<file path="config.mk">
export PLATFORM = sky130hd
export DESIGN_NAME = scanline_irq_counter_prescaler_unit_flat
export DESIGN_NICKNAME = d
export VERILOG_FILES = /design/src/hdl/scic_pkg.sv /design/src/hdl/scic_if.sv /design/src/hdl/scanline_irq_counter_prescaler_unit.sv /design/src/flat_wrapper.sv
export SDC_FILE = /design/constraint.sdc
export NUM_CORES = 1
export LEC_CHECK = 0
export ABC_AREA = 1
export BUFFER_PORTS_ARGS = -buffer_cell sky130_fd_sc_hd__buf_2
export CORE_MARGIN = 8
export CORE_UTILIZATION = 25
export CTS_CLUSTER_SIZE = 40
export DETAILED_ROUTE_END_ITERATION = 8
export SYNTH_ARGS = -nofsm -noshare
export SYNTH_HDL_FRONTEND = slang
export SYNTH_SLANG_ARGS = --single-unit
</file>
<file path="constraint.sdc">
create_clock -name clk -period 5.6 [get_ports clk]
set_clock_uncertainty 0.15 [all_clocks]
set_input_delay 0.56 -clock clk [delete_from_list [all_inputs] [get_ports clk]]
set_output_delay 0.56 -clock clk [all_outputs]
set_load 0.01 [all_outputs]
</file>
<file path="src/hdl/scic_pkg.sv">
// Package for the scanline IRQ counter with prescaler.
// Holds opcodes, register numbers, control bit positions and counter constants.
// No dependencies.
`timescale 1ns / 1ps
`default_nettype none

package scic_pkg;

    localparam int OPCODE_W   = 1;
    localparam int REG_SEL_W  = 4;
    localparam int DATA_W     = 8;
    localparam int CTRL_W     = 3;
    localparam int PRESCALE_W = 10;

    typedef logic [OPCODE_W-1:0]         opcode_t;
    typedef logic [REG_SEL_W-1:0]        reg_sel_t;
    typedef logic [DATA_W-1:0]           data_t;
    typedef logic [CTRL_W-1:0]           ctrl_t;
    typedef logic signed [PRESCALE_W-1:0] prescale_t;

    localparam opcode_t OP_WRITE = 1'b0;
    localparam opcode_t OP_TICK  = 1'b1;

    localparam reg_sel_t REG_CONTROL = 4'hD;
    localparam reg_sel_t REG_ACK     = 4'hE;
    localparam reg_sel_t REG_LATCH   = 4'hF;

    localparam int CTRL_ACK_BIT    = 0;
    localparam int CTRL_ENABLE_BIT = 1;
    localparam int CTRL_CYCLE_BIT  = 2;

    localparam prescale_t PRESCALE_LOAD = 10'sd341;
    localparam prescale_t PRESCALE_STEP = 10'sd3;
    localparam data_t     COUNT_MAX     = 8'hFF;

endpackage

`default_nettype wire

</file>
<file path="src/hdl/scic_if.sv">
// Valid/ready channel interfaces for the scanline IRQ counter.
// Depends on scic_pkg for payload types.
`timescale 1ns / 1ps
`default_nettype none

interface scic_cmd_if;
    logic                valid;
    logic                ready;
    scic_pkg::opcode_t   opcode;
    scic_pkg::reg_sel_t  reg_select;
    scic_pkg::data_t     write_value;

    modport source (output valid, output opcode, output reg_select, output write_value,
                    input ready);
    modport sink   (input valid, input opcode, input reg_select, input write_value,
                    output ready);
endinterface

interface scic_status_if;
    logic             valid;
    logic             ready;
    logic             irq_pending;
    scic_pkg::data_t  count_now;

    modport source (output valid, output irq_pending, output count_now, input ready);
    modport sink   (input valid, input irq_pending, input count_now, output ready);
endinterface

`default_nettype wire

</file>
<file path="src/hdl/scanline_irq_counter_prescaler_unit.sv">
// Top level of the scanline IRQ counter: 8-bit up counter, reload latch, prescaler.
// Depends on scic_pkg and the channel interfaces in scic_if.sv.
//
//   channel  | dir | payload                              | role
//   cmd      | in  | opcode, reg_select, write_value      | register write or CPU tick
//   status   | out | irq_pending, count_now               | one status item per cmd item
//
// One cmd item is accepted per clock unless cmd is held off; its status item is
// in the result register in the next cycle. The status register is the only
// stage, so cmd is held off only while a status item waits and status.ready is low.
// rst_n clears the counter state and drops any waiting status item.
`timescale 1ns / 1ps
`default_nettype none

module scanline_irq_counter_prescaler_unit (
    input  wire            clk,
    input  wire            rst_n,
    scic_cmd_if.sink       cmd,
    scic_status_if.source  status
);

    scic_pkg::ctrl_t     ctrl_reg,   ctrl_next;
    scic_pkg::data_t     count_reg,  count_next;
    scic_pkg::data_t     latch_reg,  latch_next;
    scic_pkg::prescale_t presc_reg,  presc_next;
    logic                irq_reg,    irq_next;

    logic                res_valid_reg, res_valid_next;
    logic                res_irq_reg;
    scic_pkg::data_t     res_count_reg;

    scic_pkg::prescale_t presc_dec;
    logic                bump;
    logic                accept;

    assign cmd.ready = !res_valid_reg || status.ready;
    assign accept    = cmd.valid && cmd.ready;

    assign status.valid       = res_valid_reg;
    assign status.irq_pending = res_irq_reg;
    assign status.count_now   = res_count_reg;

    assign presc_dec = presc_reg - scic_pkg::PRESCALE_STEP;

    always_comb
    begin
        ctrl_next  = ctrl_reg;
        count_next = count_reg;
        latch_next = latch_reg;
        presc_next = presc_reg;
        irq_next   = irq_reg;
        bump       = 1'b0;
        if (accept)
        begin
            if (cmd.opcode == scic_pkg::OP_TICK)
            begin
                if (ctrl_reg[scic_pkg::CTRL_ENABLE_BIT])
                begin
                    if (ctrl_reg[scic_pkg::CTRL_CYCLE_BIT])
                    begin
                        bump = 1'b1;
                    end
                    else if (presc_dec <= 10'sd0)
                    begin
                        presc_next = presc_dec + scic_pkg::PRESCALE_LOAD;
                        bump       = 1'b1;
                    end
                    else
                    begin
                        presc_next = presc_dec;
                    end
                end
                if (bump)
                begin
                    if (count_reg == scic_pkg::COUNT_MAX)
                    begin
                        count_next = latch_reg;
                        irq_next   = 1'b1;
                    end
                    else
                    begin
                        count_next = count_reg + 8'd1;
                    end
                end
            end
            else
            begin
                unique case (cmd.reg_select)
                    scic_pkg::REG_CONTROL:
                    begin
                        ctrl_next = cmd.write_value[scic_pkg::CTRL_W-1:0];
                        if (cmd.write_value[scic_pkg::CTRL_ENABLE_BIT])
                        begin
                            count_next = latch_reg;
                            presc_next = scic_pkg::PRESCALE_LOAD;
                        end
                        irq_next = 1'b0;
                    end
                    scic_pkg::REG_ACK:
                    begin
                        ctrl_next[scic_pkg::CTRL_ENABLE_BIT] =
                            ctrl_reg[scic_pkg::CTRL_ACK_BIT];
                        irq_next = 1'b0;
                    end
                    scic_pkg::REG_LATCH:
                    begin
                        latch_next = cmd.write_value;
                    end
                    default:
                    begin
                        ctrl_next = ctrl_reg;
                    end
                endcase
            end
        end
    end

    always_comb
    begin
        if (accept)
            res_valid_next = 1'b1;
        else if (status.ready)
            res_valid_next = 1'b0;
        else
            res_valid_next = res_valid_reg;
    end

    always_ff @(posedge clk or negedge rst_n)
    begin
        if (!rst_n)
        begin
            ctrl_reg      <= '0;
            count_reg     <= '0;
            latch_reg     <= '0;
            presc_reg     <= '0;
            irq_reg       <= 1'b0;
            res_valid_reg <= 1'b0;
        end
        else
        begin
            ctrl_reg      <= ctrl_next;
            count_reg     <= count_next;
            latch_reg     <= latch_next;
            presc_reg     <= presc_next;
            irq_reg       <= irq_next;
            res_valid_reg <= res_valid_next;
        end
    end

    always_ff @(posedge clk)
    begin
        if (accept)
        begin
            res_irq_reg   <= irq_next;
            res_count_reg <= count_next;
        end
    end

endmodule

`default_nettype wire

</file>
<file path="src/flat_wrapper.sv">
// flat-port wrapper written by rule: the top's interface ports become plain ports
module scanline_irq_counter_prescaler_unit_flat 
  (clk, rst_n, cmd_valid, cmd_opcode, cmd_reg_select, cmd_write_value, cmd_ready, status_valid, status_irq_pending, status_count_now, status_ready);
  scic_cmd_if cmd_i ();
  scic_status_if status_i ();
  input  wire clk;
  input  wire rst_n;
  input wire logic [$bits(cmd_i.valid)-1:0] cmd_valid;
  input wire logic [$bits(cmd_i.opcode)-1:0] cmd_opcode;
  input wire logic [$bits(cmd_i.reg_select)-1:0] cmd_reg_select;
  input wire logic [$bits(cmd_i.write_value)-1:0] cmd_write_value;
  output wire logic [$bits(cmd_i.ready)-1:0] cmd_ready;
  output wire logic [$bits(status_i.valid)-1:0] status_valid;
  output wire logic [$bits(status_i.irq_pending)-1:0] status_irq_pending;
  output wire logic [$bits(status_i.count_now)-1:0] status_count_now;
  input wire logic [$bits(status_i.ready)-1:0] status_ready;
  assign cmd_i.valid = cmd_valid;
  assign cmd_i.opcode = cmd_opcode;
  assign cmd_i.reg_select = cmd_reg_select;
  assign cmd_i.write_value = cmd_write_value;
  assign cmd_ready = cmd_i.ready;
  assign status_valid = status_i.valid;
  assign status_irq_pending = status_i.irq_pending;
  assign status_count_now = status_i.count_now;
  assign status_i.ready = status_ready;
  scanline_irq_counter_prescaler_unit u_core (.clk(clk), .rst_n(rst_n), .cmd(cmd_i), .status(status_i));
endmodule
</file>
# Word-level counts from Yosys, hierarchy flattened
# Cells that the tools add are included.
totals:
  reg_bits: 40
  output_inout_bits: 11
op_classes:
  muxes: 25
  n_eq_ne: 6
  bitwise: 1
  magnitude_cmp: 1
  n_addsub: 3
  reduce_logical: 12
ops:
  columns: ["cell", "count"]
  rows:
  - ["$mux W10", 6]
  - ["$mux W8", 6]
  - ["$eq A4 B4 Y1 const B", 3]
  - ["$mux W1", 12]
  - ["$add A10 B10 Y10 const B", 1]
  - ["$le A10 B1 Y1 const B", 1]
  - ["$sub A10 B3 Y10 const B", 1]
  - ["$reduce_and A3 Y1", 3]
  - ["$add A8 B1 Y8 const B", 1]
  - ["$eq A8 B8 Y1 const B", 1]
  - ["$reduce_bool A2 Y1", 4]
  - ["$reduce_and A5 Y1", 1]
  - ["$ne A2 B1 Y1 const B", 1]
  - ["$ne A2 B2 Y1 const B", 1]
  - ["$pmux W1 S2", 1]
  - ["$reduce_or A2 Y1", 1]
  - ["$logic_and A1 B1 Y1", 1]
  - ["$logic_not A1 Y1", 1]
  - ["$logic_or A1 B1 Y1", 1]
  - ["$not A1 Y1", 1]

# Longest topological paths before layout
# Gate-level depths: netlist (run 1).
depth:
  depth_word: 10
  ltp_mapped: 14
  ltp_nobuf: 14

# Least setup slack after synthesis (run 1)
# Ideal clock, no wire load.
synth_timing:
  path_kind: "register -> register"
  from: "register u_core.presc_reg[0]"
  to: "register u_core.res_count_reg[4], in the netlist u_core.status.count_now[4] (data pin)"
  stages_incl_launch_ff: 14
  period_less_slack_ns: 2.107
  setup_time_ns: 0.261
  required_ns: 5.189
  n_path_buf: 0
  arrival_time_ns: 1.696
  path_slack_ns: 3.493
  path_cell_list: "dfrtp_1 ha_1 nor2_2 nand3_1 o21ai_1 nand2_2 nand3_4 nand3_4 nand2_4 inv_4 nand2_1 o21ai_1 nand2_1 nand2_1"
synth_between:
  elab_chain_cells: 10
synth_lines:
  columns: ["item", "line", "rtl"]
  rows:
  - ["start, declared", "scanline_irq_counter_prescaler_unit.sv:25", "scic_pkg::prescale_t presc_reg, presc_next;"]
  - ["start signal, assigned", "scanline_irq_counter_prescaler_unit.sv:144", "presc_reg <= presc_next;"]
  - ["$sub A10 B3 Y10", "scanline_irq_counter_prescaler_unit.sv:43", "assign presc_dec = presc_reg - scic_pkg::PRESCALE_STEP;"]
  - ["$le A10 B1 Y1", "scanline_irq_counter_prescaler_unit.sv:63", "else if (presc_dec <= 10'sd0)"]
  - ["$mux W1", "scanline_irq_counter_prescaler_unit.sv:63", null]
  - ["$mux W1", "scanline_irq_counter_prescaler_unit.sv:59", "if (ctrl_reg[scic_pkg::CTRL_CYCLE_BIT])"]
  - ["$mux W1", "scanline_irq_counter_prescaler_unit.sv:57", "if (ctrl_reg[scic_pkg::CTRL_ENABLE_BIT])"]
  - ["$mux W1", "scanline_irq_counter_prescaler_unit.sv:55", "if (cmd.opcode == scic_pkg::OP_TICK)"]
  - ["$mux W1", "scanline_irq_counter_prescaler_unit.sv:53", "if (accept)"]
  - ["$mux W8", "scanline_irq_counter_prescaler_unit.sv:73", "if (bump)"]
  - ["$mux W8", "scanline_irq_counter_prescaler_unit.sv:55", null]
  - ["$mux W8", "scanline_irq_counter_prescaler_unit.sv:53", null]
  - ["via u_core.count_next[4]", "scanline_irq_counter_prescaler_unit.sv:23", "scic_pkg::data_t count_reg, count_next;"]
  - ["end signal, assigned", "scanline_irq_counter_prescaler_unit.sv:155", "res_count_reg <= count_next;"]
  - ["end, declared", "scanline_irq_counter_prescaler_unit.sv:30", "scic_pkg::data_t res_count_reg;"]
# The timed path passes the listed nets, and every way through them passes these cells. The select of a mux whose other input is x is not followed.
# A chain may end at the register's enable or synchronous reset.

# Final worst setup path (run 1)
# Same ends and word-level chain as after synthesis.

==> impl_metrics.json, run 1 <==
{
  "status": "finished clean",
  "p_leak_uw": 0.00129,
  "synth_top_cell_area_share_pct": 31.4,
  "synth_fp_nets": 345,
  "drtIter0Drc": 117,
  "required_ns": 5.49,
  "fin_crit_ns": 2.32,
  "drtPass1Iterations": 4,
  "critPathArrivalTime_ns": 2.21,
  "ant_nets": 0,
  "synthXorXnorAreaFrac_pct": 1.42,
  "clkTransAtPathRegs_ns": 0.08,
  "worst_slack_ns": 3.28,
  "finish.net_count": 374,
  "hold_viol": 0,
  "die_area_sq_um": 13300,
  "viasPerCell": 4.44,
  "yosysMostFrequentCell": "nand2_1",
  "synth.yosys.seq_area_share_pct": 42.4,
  "htreeDepth": 2,
  "clock_sinks": 40,
  "drc_errors": 0,
  "synth_top_area_cell": "dfrtp_1",
  "vias": 2165,
  "fillers": 1046,
  "synth-simple-area-share_pct": 30.9,
  "ys.flop_type": "dfrtp_1",
  "hold_buffers": 0,
  "synth_compound_area_share_pct": 15.0,
  "die_w_microns": 115,
  "rrSetupSlack_ns": 3.28,
  "synth-edff-count": 9,
  "std_cell_rows": 36,
  "fmax_ghz": 0.431,
  "crit_type": "flop to flop",
  "hpwl_mm": 4.46,
  "largest_reg_flops": 10,
  "cts_resized": 0,
  "syn_area_sq_um": 2470,
  "regArea_sq_um": 1050,
  "multi_input_area_sq_um": 1200,
  "io_buffer_count": 27,
  "crit_chain": "ha_1 > nor2_2 > nand3_1 > o21ai_1 > nand2_2 > nand3_4 > nand3_4 > nand2_4 > inv_4 > nand2_1 > o21ai_1 > nand2_1 > nand2_1",
  "period_share_pct": 41.5,
  "avgSynthCellArea_sq_um": 7.60,
  "antenna_found_initial": 0,
  "wirelength_mm": 5.81,
  "initial_utilization_pct": 25.5,
  "wl_per_cell_microns": 11.9,
  "clock_latency_ns": 0.29,
  "num_io_pins": 28,
  "cpPeakStageDelay_ns": 0.43,
  "path_max_fanout": 7,
  "core_sq_um": 9680,
  "hp-class": "primary input to asynchronous set/reset pin",
  "end_kind": "flop",
  "grt_pass1_vias": 2155,
  "ys_warn_count": 0,
  "cpMostUsedCell": "nand2_1",
  "finalMaxSlewViolations": 0,
  "synth_top_family_by_area": "simple AND/OR/NAND/NOR gates",
  "die_y_microns": 115,
  "ir_worst_vdd_uv": 111,
  "cts_root_buf": "clkbuf_8",
  "setup_viol": 0,
  "place_congestion": 0.824,
  "relSlewSlack_pct": 41.9,
  "critical_path.slowest_cell": "dfrtp_1",
  "cellPowerDensity_nw_per_um2": 442,
  "grt_max_degree": 32,
  "synth_fa_ha_area_share_pct": 1.52,
  "cts_inserted_buffers": 5,
  "tightest_slew_ns": 0.869,
  "drive_above_1_share_pct": 18.9,
  "total_power_uw": 1250,
  "synth-seq-cells": 40,
  "ys_top_cells_by_area": "dfrtp_1 31%, nand2_1 11%, edfxtp_1 11%",
  "postSynth.asyncResetShare_pct": 77.5,
  "grt_usage_pct": 9.11,
  "grt-ovfl-total": 0,
  "start_kind": "flop",
  "yosys-top-cells-count": "75 x nand2_1, 40 x inv_1, 35 x o21ai_0",
  "synth_cell_types": 37,
  "postSynthCellCount": 325,
  "rsz0062_at_grt": "no",
  "antenna_cells": 0,
  "fin_setup_tns_ns": 0,
  "preCtsSetupSlack_ns": 3.19,
  "tritoncts": "built",
  "clock_path_buffers": 2,
  "area_growth_pct": 14.9,
  "post_cts_buffers": 0,
  "grt_pass1_wl_mm": 9.84,
  "muxShareOfSynthArea_pct": 0,
  "maxCapViolCount": 0
}
[placed cells by master (no fill, tap or decap), drive strengths merged, types with 2 or more instances in the layout]
| master | netlist | final |
|---|---|---|
| nand2 | 85 | 85 |
| inv | 48 | 48 |
| o21ai | 38 | 38 |
| nor2 | 34 | 34 |
| dfrtp | 31 | 31 |
| nand3 | 28 | 28 |
| buf | 3 | 27 |
| a21oi | 16 | 16 |
| edfxtp | 9 | 9 |
| clkbuf | 2 | 6 |
| nand4 | 4 | 4 |
| xor2 | 4 | 4 |
| o22ai | 4 | 4 |
| nor3 | 4 | 4 |
| ha | 3 | 3 |
| o211ai | 2 | 2 |
| a22oi | 2 | 2 |
| clkinvlp | 0 | 2 |
| o21bai | 2 | 2 |
[final timing paths]
kind,from,end,cells past startpoint
max,u_core.presc_reg[0]$_DFFE_PN0P_,u_core.status.count_now[4]$_DFFE_PP_,13
min in group clk,cmd_write_value[5],u_core.latch_reg[5]$_DFFE_PN0P_,3
max reg2reg,u_core.presc_reg[0]$_DFFE_PN0P_,u_core.status.count_now[4]$_DFFE_PP_,13
min reg2reg,u_core.status.valid$_DFFE_PN0P_,u_core.status.valid$_DFFE_PN0P_,2
max in group asynchronous,rst_n,u_core.count_reg[5]$_DFF_PN0_,1
min,rst_n,u_core.presc_reg[6]$_DFFE_PN0P_,1
[power breakdown]
group	internal [uW]	switching (uW)	total, uW
logic	200	360	560
clock network	99.8	106	206
registers	396	91.9	488
[critical path: cells and delay by family, from the launching register on]
kind | cells | cell delay, ns
compound gates | 2 | 0.21
fa+ha+maj | 1 | 0.26
simple gates | 9 | 0.96
flops | 1 | 0.43
buf+inv | 1 | 0.05
[layer usage]
layer | vias to the layer above | share of wire [%] | global-route usage (%) | routed length (microns)
met4 | 0 | 1.2 | 3.15 | 69
met1 | 982 | 48 | 11.4 | 2800
met3 | 4 | 5.6 | 2.05 | 324
met2 | 58 | 45 | 15.1 | 2620
li1 | 1121 | - | - | -
met5 | - | 0 | 0 | 0
[cell type report]
cell class              count  area share, %
inverters                  49           6.57
clock buffers               6           2.91
multi-input cells         231           42.5
well taps                 133           5.87
clock inverters             2          0.529
repair buffers             27           4.76
flip-flops and latches     40           36.9
[per-stage QoR]
step	util [%]	cell area, sq um	std cells	hold slack [ns]
2_1_floorplan	-	2470	325	0.114
4_1_cts	29.3	2840	488	0.195
3_3_place_gp	28.3	2740	480	0.377
3_5_place_dp	28.3	2740	480	0.388
5_1_grt	29.3	2840	488	0.239
6_report	29.3	2840	488	0.161
[cells by family after synthesis]
| family | count (synthesis) |
|---|---|
| flip-flops | 40 |
| XOR/XNOR | 4 |
| AND/OR/NAND/NOR | 157 |
| buffers and inverters | 54 |
| AO/OA/AOI/OAI | 67 |
| adder cells (fa/ha/maj) | 3 |
Note: power is estimated with default switching activity, not from simulation.
==> run 2: changes to the inputs <==
- clock period: 5.6 -> 2.18 ns (I/O delays scaled with it)
==> run 2 against run 1 <==
Largest cell class unchanged. Clock-buffer cell count unchanged. Non-clock buffer count increased by 32. Global-route usage increased by 0.65 points. First-iteration DRC count increased by 16%. Critical endpoint unchanged. Cell count increased by 6.6%. Sequential share of layout area decreased by 4.6 points.
==> impl_metrics.json, run 2 (synthesis gave the netlist of run 1 again) <==
{
  "hold_end": "u_core.latch_reg[1]$_DFFE_PN0P_",
  "cp-startpoint": "u_core.presc_reg[1]$_DFFE_PN0P_",
  "p_leak_uw": 0.00148,
  "wirelength_mm": 6.42,
  "area_growth_pct": 31.4,
  "preCtsSetupSlack_ns": -0.0407,
  "drtIter0Drc": 136,
  "timing.rr.end": "u_core.status.count_now[4]$_DFFE_PP_",
  "worst_slack_ns": 0.0164,
  "hold_start": "cmd_write_value[1]",
  "io_buffer_count": 27,
  "core_sq_um": 9680,
  "std_cell_rows": 36,
  "cellPowerDensity_nw_per_um2": 1150,
  "grt_max_degree": 32,
  "fmax_ghz": 0.462,
  "crit_type": "flop to flop",
  "stdcell_area_sq_um": 3240,
  "p_sw_share_pct": 42.8,
  "setup_viol": 0,
  "hpwl_mm": 4.59,
  "fin_crit_ns": 2.16,
  "grt-ovfl-total": 0,
  "critPathArrivalTime_ns": 2.06,
  "drc_errors": 0,
  "cts_inserted_buffers": 5,
  "fillers": 988,
  "ant_nets": 0,
  "clkPwrFrac_pct": 17.3,
  "clkTransAtPathRegs_ns": 0.08,
  "clock_latency_ns": 0.29,
  "grt_pass1_vias": 2253,
  "grt_usage_pct": 9.76,
  "r2r-start": "u_core.presc_reg[1]$_DFFE_PN0P_",
  "final_cell_mix": "71 x nand2_1, 39 x inv_1, 34 x o21ai_0",
  "vias": 2309,
  "switching_power_uw": 1600,
  "maxCapViolCount": 0,
  "fin_setup_tns_ns": 0,
  "htreeDepth": 2,
  "final_common_cell": "nand2_1",
  "whs_path_depth": 3,
  "relSlewSlack_pct": 50.8,
  "finish.net_count": 406,
  "drive_above_1_share_pct": 30.0,
  "dpl-instance-area_sq_um": 2860,
  "largest_reg_flops": 10,
  "rrSetupSlack_ns": 0.02,
  "tightest_slew_ns": 0.737,
  "die_area_sq_um": 13300,
  "place_congestion": 0.862,
  "drtPass1Iterations": 4,
  "period_share_pct": 99.2,
  "hold_viol": 0,
  "cts_root_buf": "clkbuf_8",
  "tritoncts": "built",
  "clock_sinks": 40,
  "viasPerCell": 4.44,
  "total_power_uw": 3740,
  "r2r_cells": 13,
  "hp-class": "primary input to flop",
  "end_kind": "flop",
  "ir_worst_vdd_uv": 303,
  "path_max_fanout": 7,
  "initial_utilization_pct": 25.5,
  "wl_per_cell_microns": 12.4,
  "grt_pass1_wl_mm": 10.4,
  "seqPwrFrac_pct": 33.2,
  "clock_path_buffers": 2,
  "start_kind": "flop",
  "status": "finished clean",
  "antenna_cells": 0,
  "num_io_pins": 28,
  "required_ns": 2.08,
  "die_w_microns": 115,
  "internal-power_uw": 2140,
  "finalMaxSlewViolations": 0,
  "die_y_microns": 115,
  "rsz0062_at_grt": "yes",
  "antenna_found_initial": 0,
  "power_frac_comb_pct": 49.6
}
[run 2: cell count changes in the layout (fill, tap and decap cells not counted), sizes merged]
cell	change
clkinv	+1
clkinvlp	-2
buf	+24
bufinv	+1
dlygate4sd3	+8
[run 2: layout make-up]
| class | count | area [sq um] | area share [%] |
|---|---|---|---|
| clock buffers | 6 | 82.6 | 2.55 |
| flip-flops and latches | 40 | 1050 | 32.3 |
| multi-input cells | 231 | 1320 | 40.8 |
| repair buffers | 59 | 399 | 12.3 |
| clock inverters | 2 | 38.8 | 1.20 |
| well taps | 133 | 166 | 5.13 |
| inverters | 49 | 186 | 5.75 |
[run 2: worst max path at each step]
stage / to / slack, ns / depth (start not counted)
after floorplan: u_core.status.count_now[4]$_DFFE_PP_ / 0.07 / 13
after global placement: u_core.status.count_now[4]$_DFFE_PP_ / 0.003 / 13
after detailed placement: u_core.status.count_now[7]$_DFFE_PP_ / -0.04 / 13
after CTS: u_core.status.count_now[4]$_DFFE_PP_ / 0.01 / 13
after global routing: u_core.status.count_now[7]$_DFFE_PP_ / -0.09 / 13
final: u_core.status.count_now[4]$_DFFE_PP_ / 0.02 / 13
[run 2: per-stage QoR]
| stage | hold slack, ns | util (%) | std cells |
|---|---|---|---|
| finish | 0.0309 | 33.5 | 520 |
| floorplan | -0.228 | - | 325 |
| global route | 0.0643 | 33.5 | 520 |
| detailed placement | 0.188 | 29.5 | 496 |
| CTS | 0.0192 | 31.8 | 512 |
| global placement | 0.175 | 29.5 | 496 |
[run 2: routing by layer]
metal | share of wire, % | wire (microns) | global-route usage, % | up-vias
met2 | 44 | 2820 | 15.2 | 69
li1 | - | - | - | 1180
met1 | 49 | 3160 | 12.6 | 1049
met5 | 0 | 0 | 0 | -
met4 | 2.2 | 142 | 4.82 | 0
met3 | 4.6 | 295 | 1.79 | 11
[run 2: power groups by stage]
stage	registers [uW]	logic, uW	clock network, uW
2_1_floorplan	1200	1160	0
3_3_place_gp	1230	1570	0
3_5_place_dp	1230	1580	0
4_1_cts	1220	1630	678
5_1_grt	1270	2070	699
6_report	1240	1850	646
[run 2: repair_timing]
item,4_1_cts,5_1_grt
setup endpoints to repair,7,24
pin swaps,3,14
gates resized for setup,5,28
hold buffers,8,0
endpoints found under the hold margin,39,0
buffers inserted,0,8
[run 2: critical path, cell delays in order (launching register included)]
cell	delay, ns
dfrtp_1	0.42
ha_4	0.19
nor2_4	0.14
nand3_4	0.11
nor2_2	0.13
nand2_1	0.08
nand2_2	0.11
nand3_4	0.11
nand3_4	0.10
nand2_4	0.10
inv_4	0.11
o21ai_1	0.06
nand2_1	0.06
nand2_1	0.06
==> run 3: changes to the inputs <==
- RECOVER_POWER: unset -> 50
- TNS_END_PERCENT: unset -> 10
- clock period: 2.18 -> 1.9 ns (I/O delays scaled with it)
==> run 3 against run 2 <==
Critical path depth unchanged. Sequential share of layout area down 1.6 points. Largest cell class unchanged. The run now ends with setup timing left. Clock power up 9.9%.
==> impl_metrics.json, run 3 (synthesis gave the netlist of run 1 again) <==
{
  "hpwl_mm": 4.99,
  "vias": 2375,
  "seqPwrFrac_pct": 30.3,
  "power_frac_comb_pct": 54.1,
  "rsz0062_at_grt": "yes",
  "grt_usage_pct": 10.6,
  "end_kind": "flop",
  "finish.net_count": 428,
  "antenna_cells": 0,
  "wl_per_cell_microns": 12.2,
  "io_buffer_count": 27,
  "final_common_cell": "nand2_1",
  "cts_root_buf": "clkbuf_8",
  "stdcell_area_sq_um": 3410,
  "drive_above_1_share_pct": 30.3,
  "clkPwrFrac_pct": 15.7,
  "path_max_fanout": 7,
  "worst_slack_ns": -0.239,
  "critical_path.slowest_cell": "dfrtp_2",
  "area_growth_pct": 38.2,
  "clock_path_buffers": 2,
  "hp-class": "primary input to flop",
  "finalMaxSlewViolations": 0,
  "rrSetupSlack_ns": -0.24,
  "die_area_sq_um": 13300,
  "num_io_pins": 28,
  "grt_pass1_vias": 2424,
  "internal-power_uw": 2620,
  "cts_inserted_buffers": 5,
  "switching_power_uw": 1920,
  "die_y_microns": 115,
  "placed_cells_incl_taps": 518,
  "preCtsSetupSlack_ns": -0.267,
  "critPathArrivalTime_ns": 2.03,
  "final_cell_mix": "72 x nand2_1, 43 x buf_4, 40 x inv_1",
  "wirelength_mm": 6.61,
  "crit_type": "flop to flop",
  "hold_viol": 0,
  "cellPowerDensity_nw_per_um2": 1330,
  "violations": "setup timing",
  "ir_worst_vdd_uv": 361,
  "viasPerCell": 4.38,
  "initial_utilization_pct": 25.5,
  "drc_errors": 0,
  "core_sq_um": 9680,
  "fillers": 1026,
  "clock_latency_ns": 0.30,
  "htreeDepth": 2,
  "whs_ns": 0.0288,
  "tritoncts": "built",
  "clock_sinks": 40,
  "grt_pass1_wl_mm": 11.4,
  "status": "finished with violations",
  "drtPass1Iterations": 4,
  "crit_chain": "ha_4 > nor2_4 > nand3_4 > o21ai_2 > nand2_2 > nand3_4 > nand3_4 > nand2_8 > inv_4 > nand2_1 > o21ai_1 > nand2_1 > nand2_1",
  "fin_crit_ns": 2.14,
  "antenna_found_initial": 0,
  "tightest_slew_ns": 0.801,
  "std_cell_rows": 36,
  "setup_viol": 28,
  "clkTransAtPathRegs_ns": 0.09,
  "die_w_microns": 115,
  "stdcell_count": 542,
  "cpPeakStageDelay_ns": 0.45,
  "grt-ovfl-total": 0,
  "maxCapViolCount": 0,
  "start_kind": "flop",
  "period_share_pct": 113,
  "place_congestion": 0.819,
  "drtIter0Drc": 125,
  "largest_reg_flops": 10,
  "dpl-instance-area_sq_um": 3050,
  "p_leak_uw": 0.00156,
  "grt_max_degree": 32,
  "p_sw_share_pct": 42.3,
  "ant_nets": 0,
  "required_ns": 1.79,
  "relSlewSlack_pct": 46.6,
  "fmax_ghz": 0.468
}
-- run 3: cell types whose count changed in the layout (fill, tap and decap cells not counted), sizes merged --
cell         previous run  this run
dlygate4sd3             8         9
clkbuf                  6        16
buf                    51        61
clkinvlp                0         1
-- run 3: final cells by class --
cell class | instances | area (sq um) | area share [%]
Timing Repair Buffer | 81 | 558 | 16.4
Tap cell | 133 | 166 | 4.88
Inverter | 49 | 189 | 5.54
Clock buffer | 5 | 68.8 | 2.02
Sequential cell | 40 | 1050 | 30.7
Clock inverter | 3 | 42.5 | 1.25
Multi-Input combinational cell | 231 | 1340 | 39.3
-- run 3: layer usage --
metal / track usage (%) / part of all wire (%) / up-vias / wire length (microns)
met5: 0 / 0 / - / 0
met4: 3.68 / 1.0 / 0 / 68
met2: 17.3 / 46 / 49 / 3040
met3: 1.79 / 3.8 / 4 / 252
met1: 13.8 / 49 / 1091 / 3240
li1: - / - / 1231 / -
-- run 3: final timing paths --
kind                                            startpoint                                    to  depth (start not counted)
setup / recovery           u_core.presc_reg[0]$_DFFE_PN0P_  u_core.status.count_now[7]$_DFFE_PP_                         13
hold / removal                                status_ready       u_core.status.valid$_DFFE_PN0P_                          4
setup reg to reg           u_core.presc_reg[0]$_DFFE_PN0P_  u_core.status.count_now[7]$_DFFE_PP_                         13
hold reg to reg            u_core.presc_reg[9]$_DFFE_PN0P_       u_core.presc_reg[9]$_DFFE_PN0P_                          2
max in group asynchronous                            rst_n       u_core.presc_reg[0]$_DFFE_PN0P_                          2
min in group asynchronous                            rst_n       u_core.presc_reg[2]$_DFFE_PN0P_                          2
-- run 3: power groups by stage --
stage          sequential [uW]  combinational, uW  clock, uW
2_1_floorplan             1390               1350          0
3_3_place_gp              1370               2110          0
3_5_place_dp              1380               2130          0
4_1_cts                   1370               2290        735
5_1_grt                   1410               2710        767
6_report                  1370               2450        710
-- run 3: critical path: cells and delay by family (launching register included) --
family / cells / cell delay [ns]
flip-flops: 1 / 0.45
AND/OR/NAND/NOR: 9 / 0.86
buffers and inverters: 1 / 0.05
AO/OA/AOI/OAI: 2 / 0.20
adder cells (fa/ha/maj): 1 / 0.18
-- run 3: stage by stage --
| stage | setup TNS [ns] | utilization [%] | power, uW |
|---|---|---|---|
| floorplan | -0.770 | - | 2740 |
| global placement | -3.20 | 31.5 | 3480 |
| detailed placement | -4.81 | 31.5 | 3510 |
| CTS | -2.76 | 34.4 | 4400 |
| global route | -8.10 | 35.2 | 4890 |
| finish | -4.48 | 35.2 | 4540 |
-- run 3: repair_timing --
item / in CTS / in global routing
buffers inserted: 3 / 4
hold endpoints to repair: 40 / 0
gates resized for setup: 19 / 17
hold buffers: 9 / 0
pin swaps: 7 / 11
setup endpoints to repair: 28 / 28
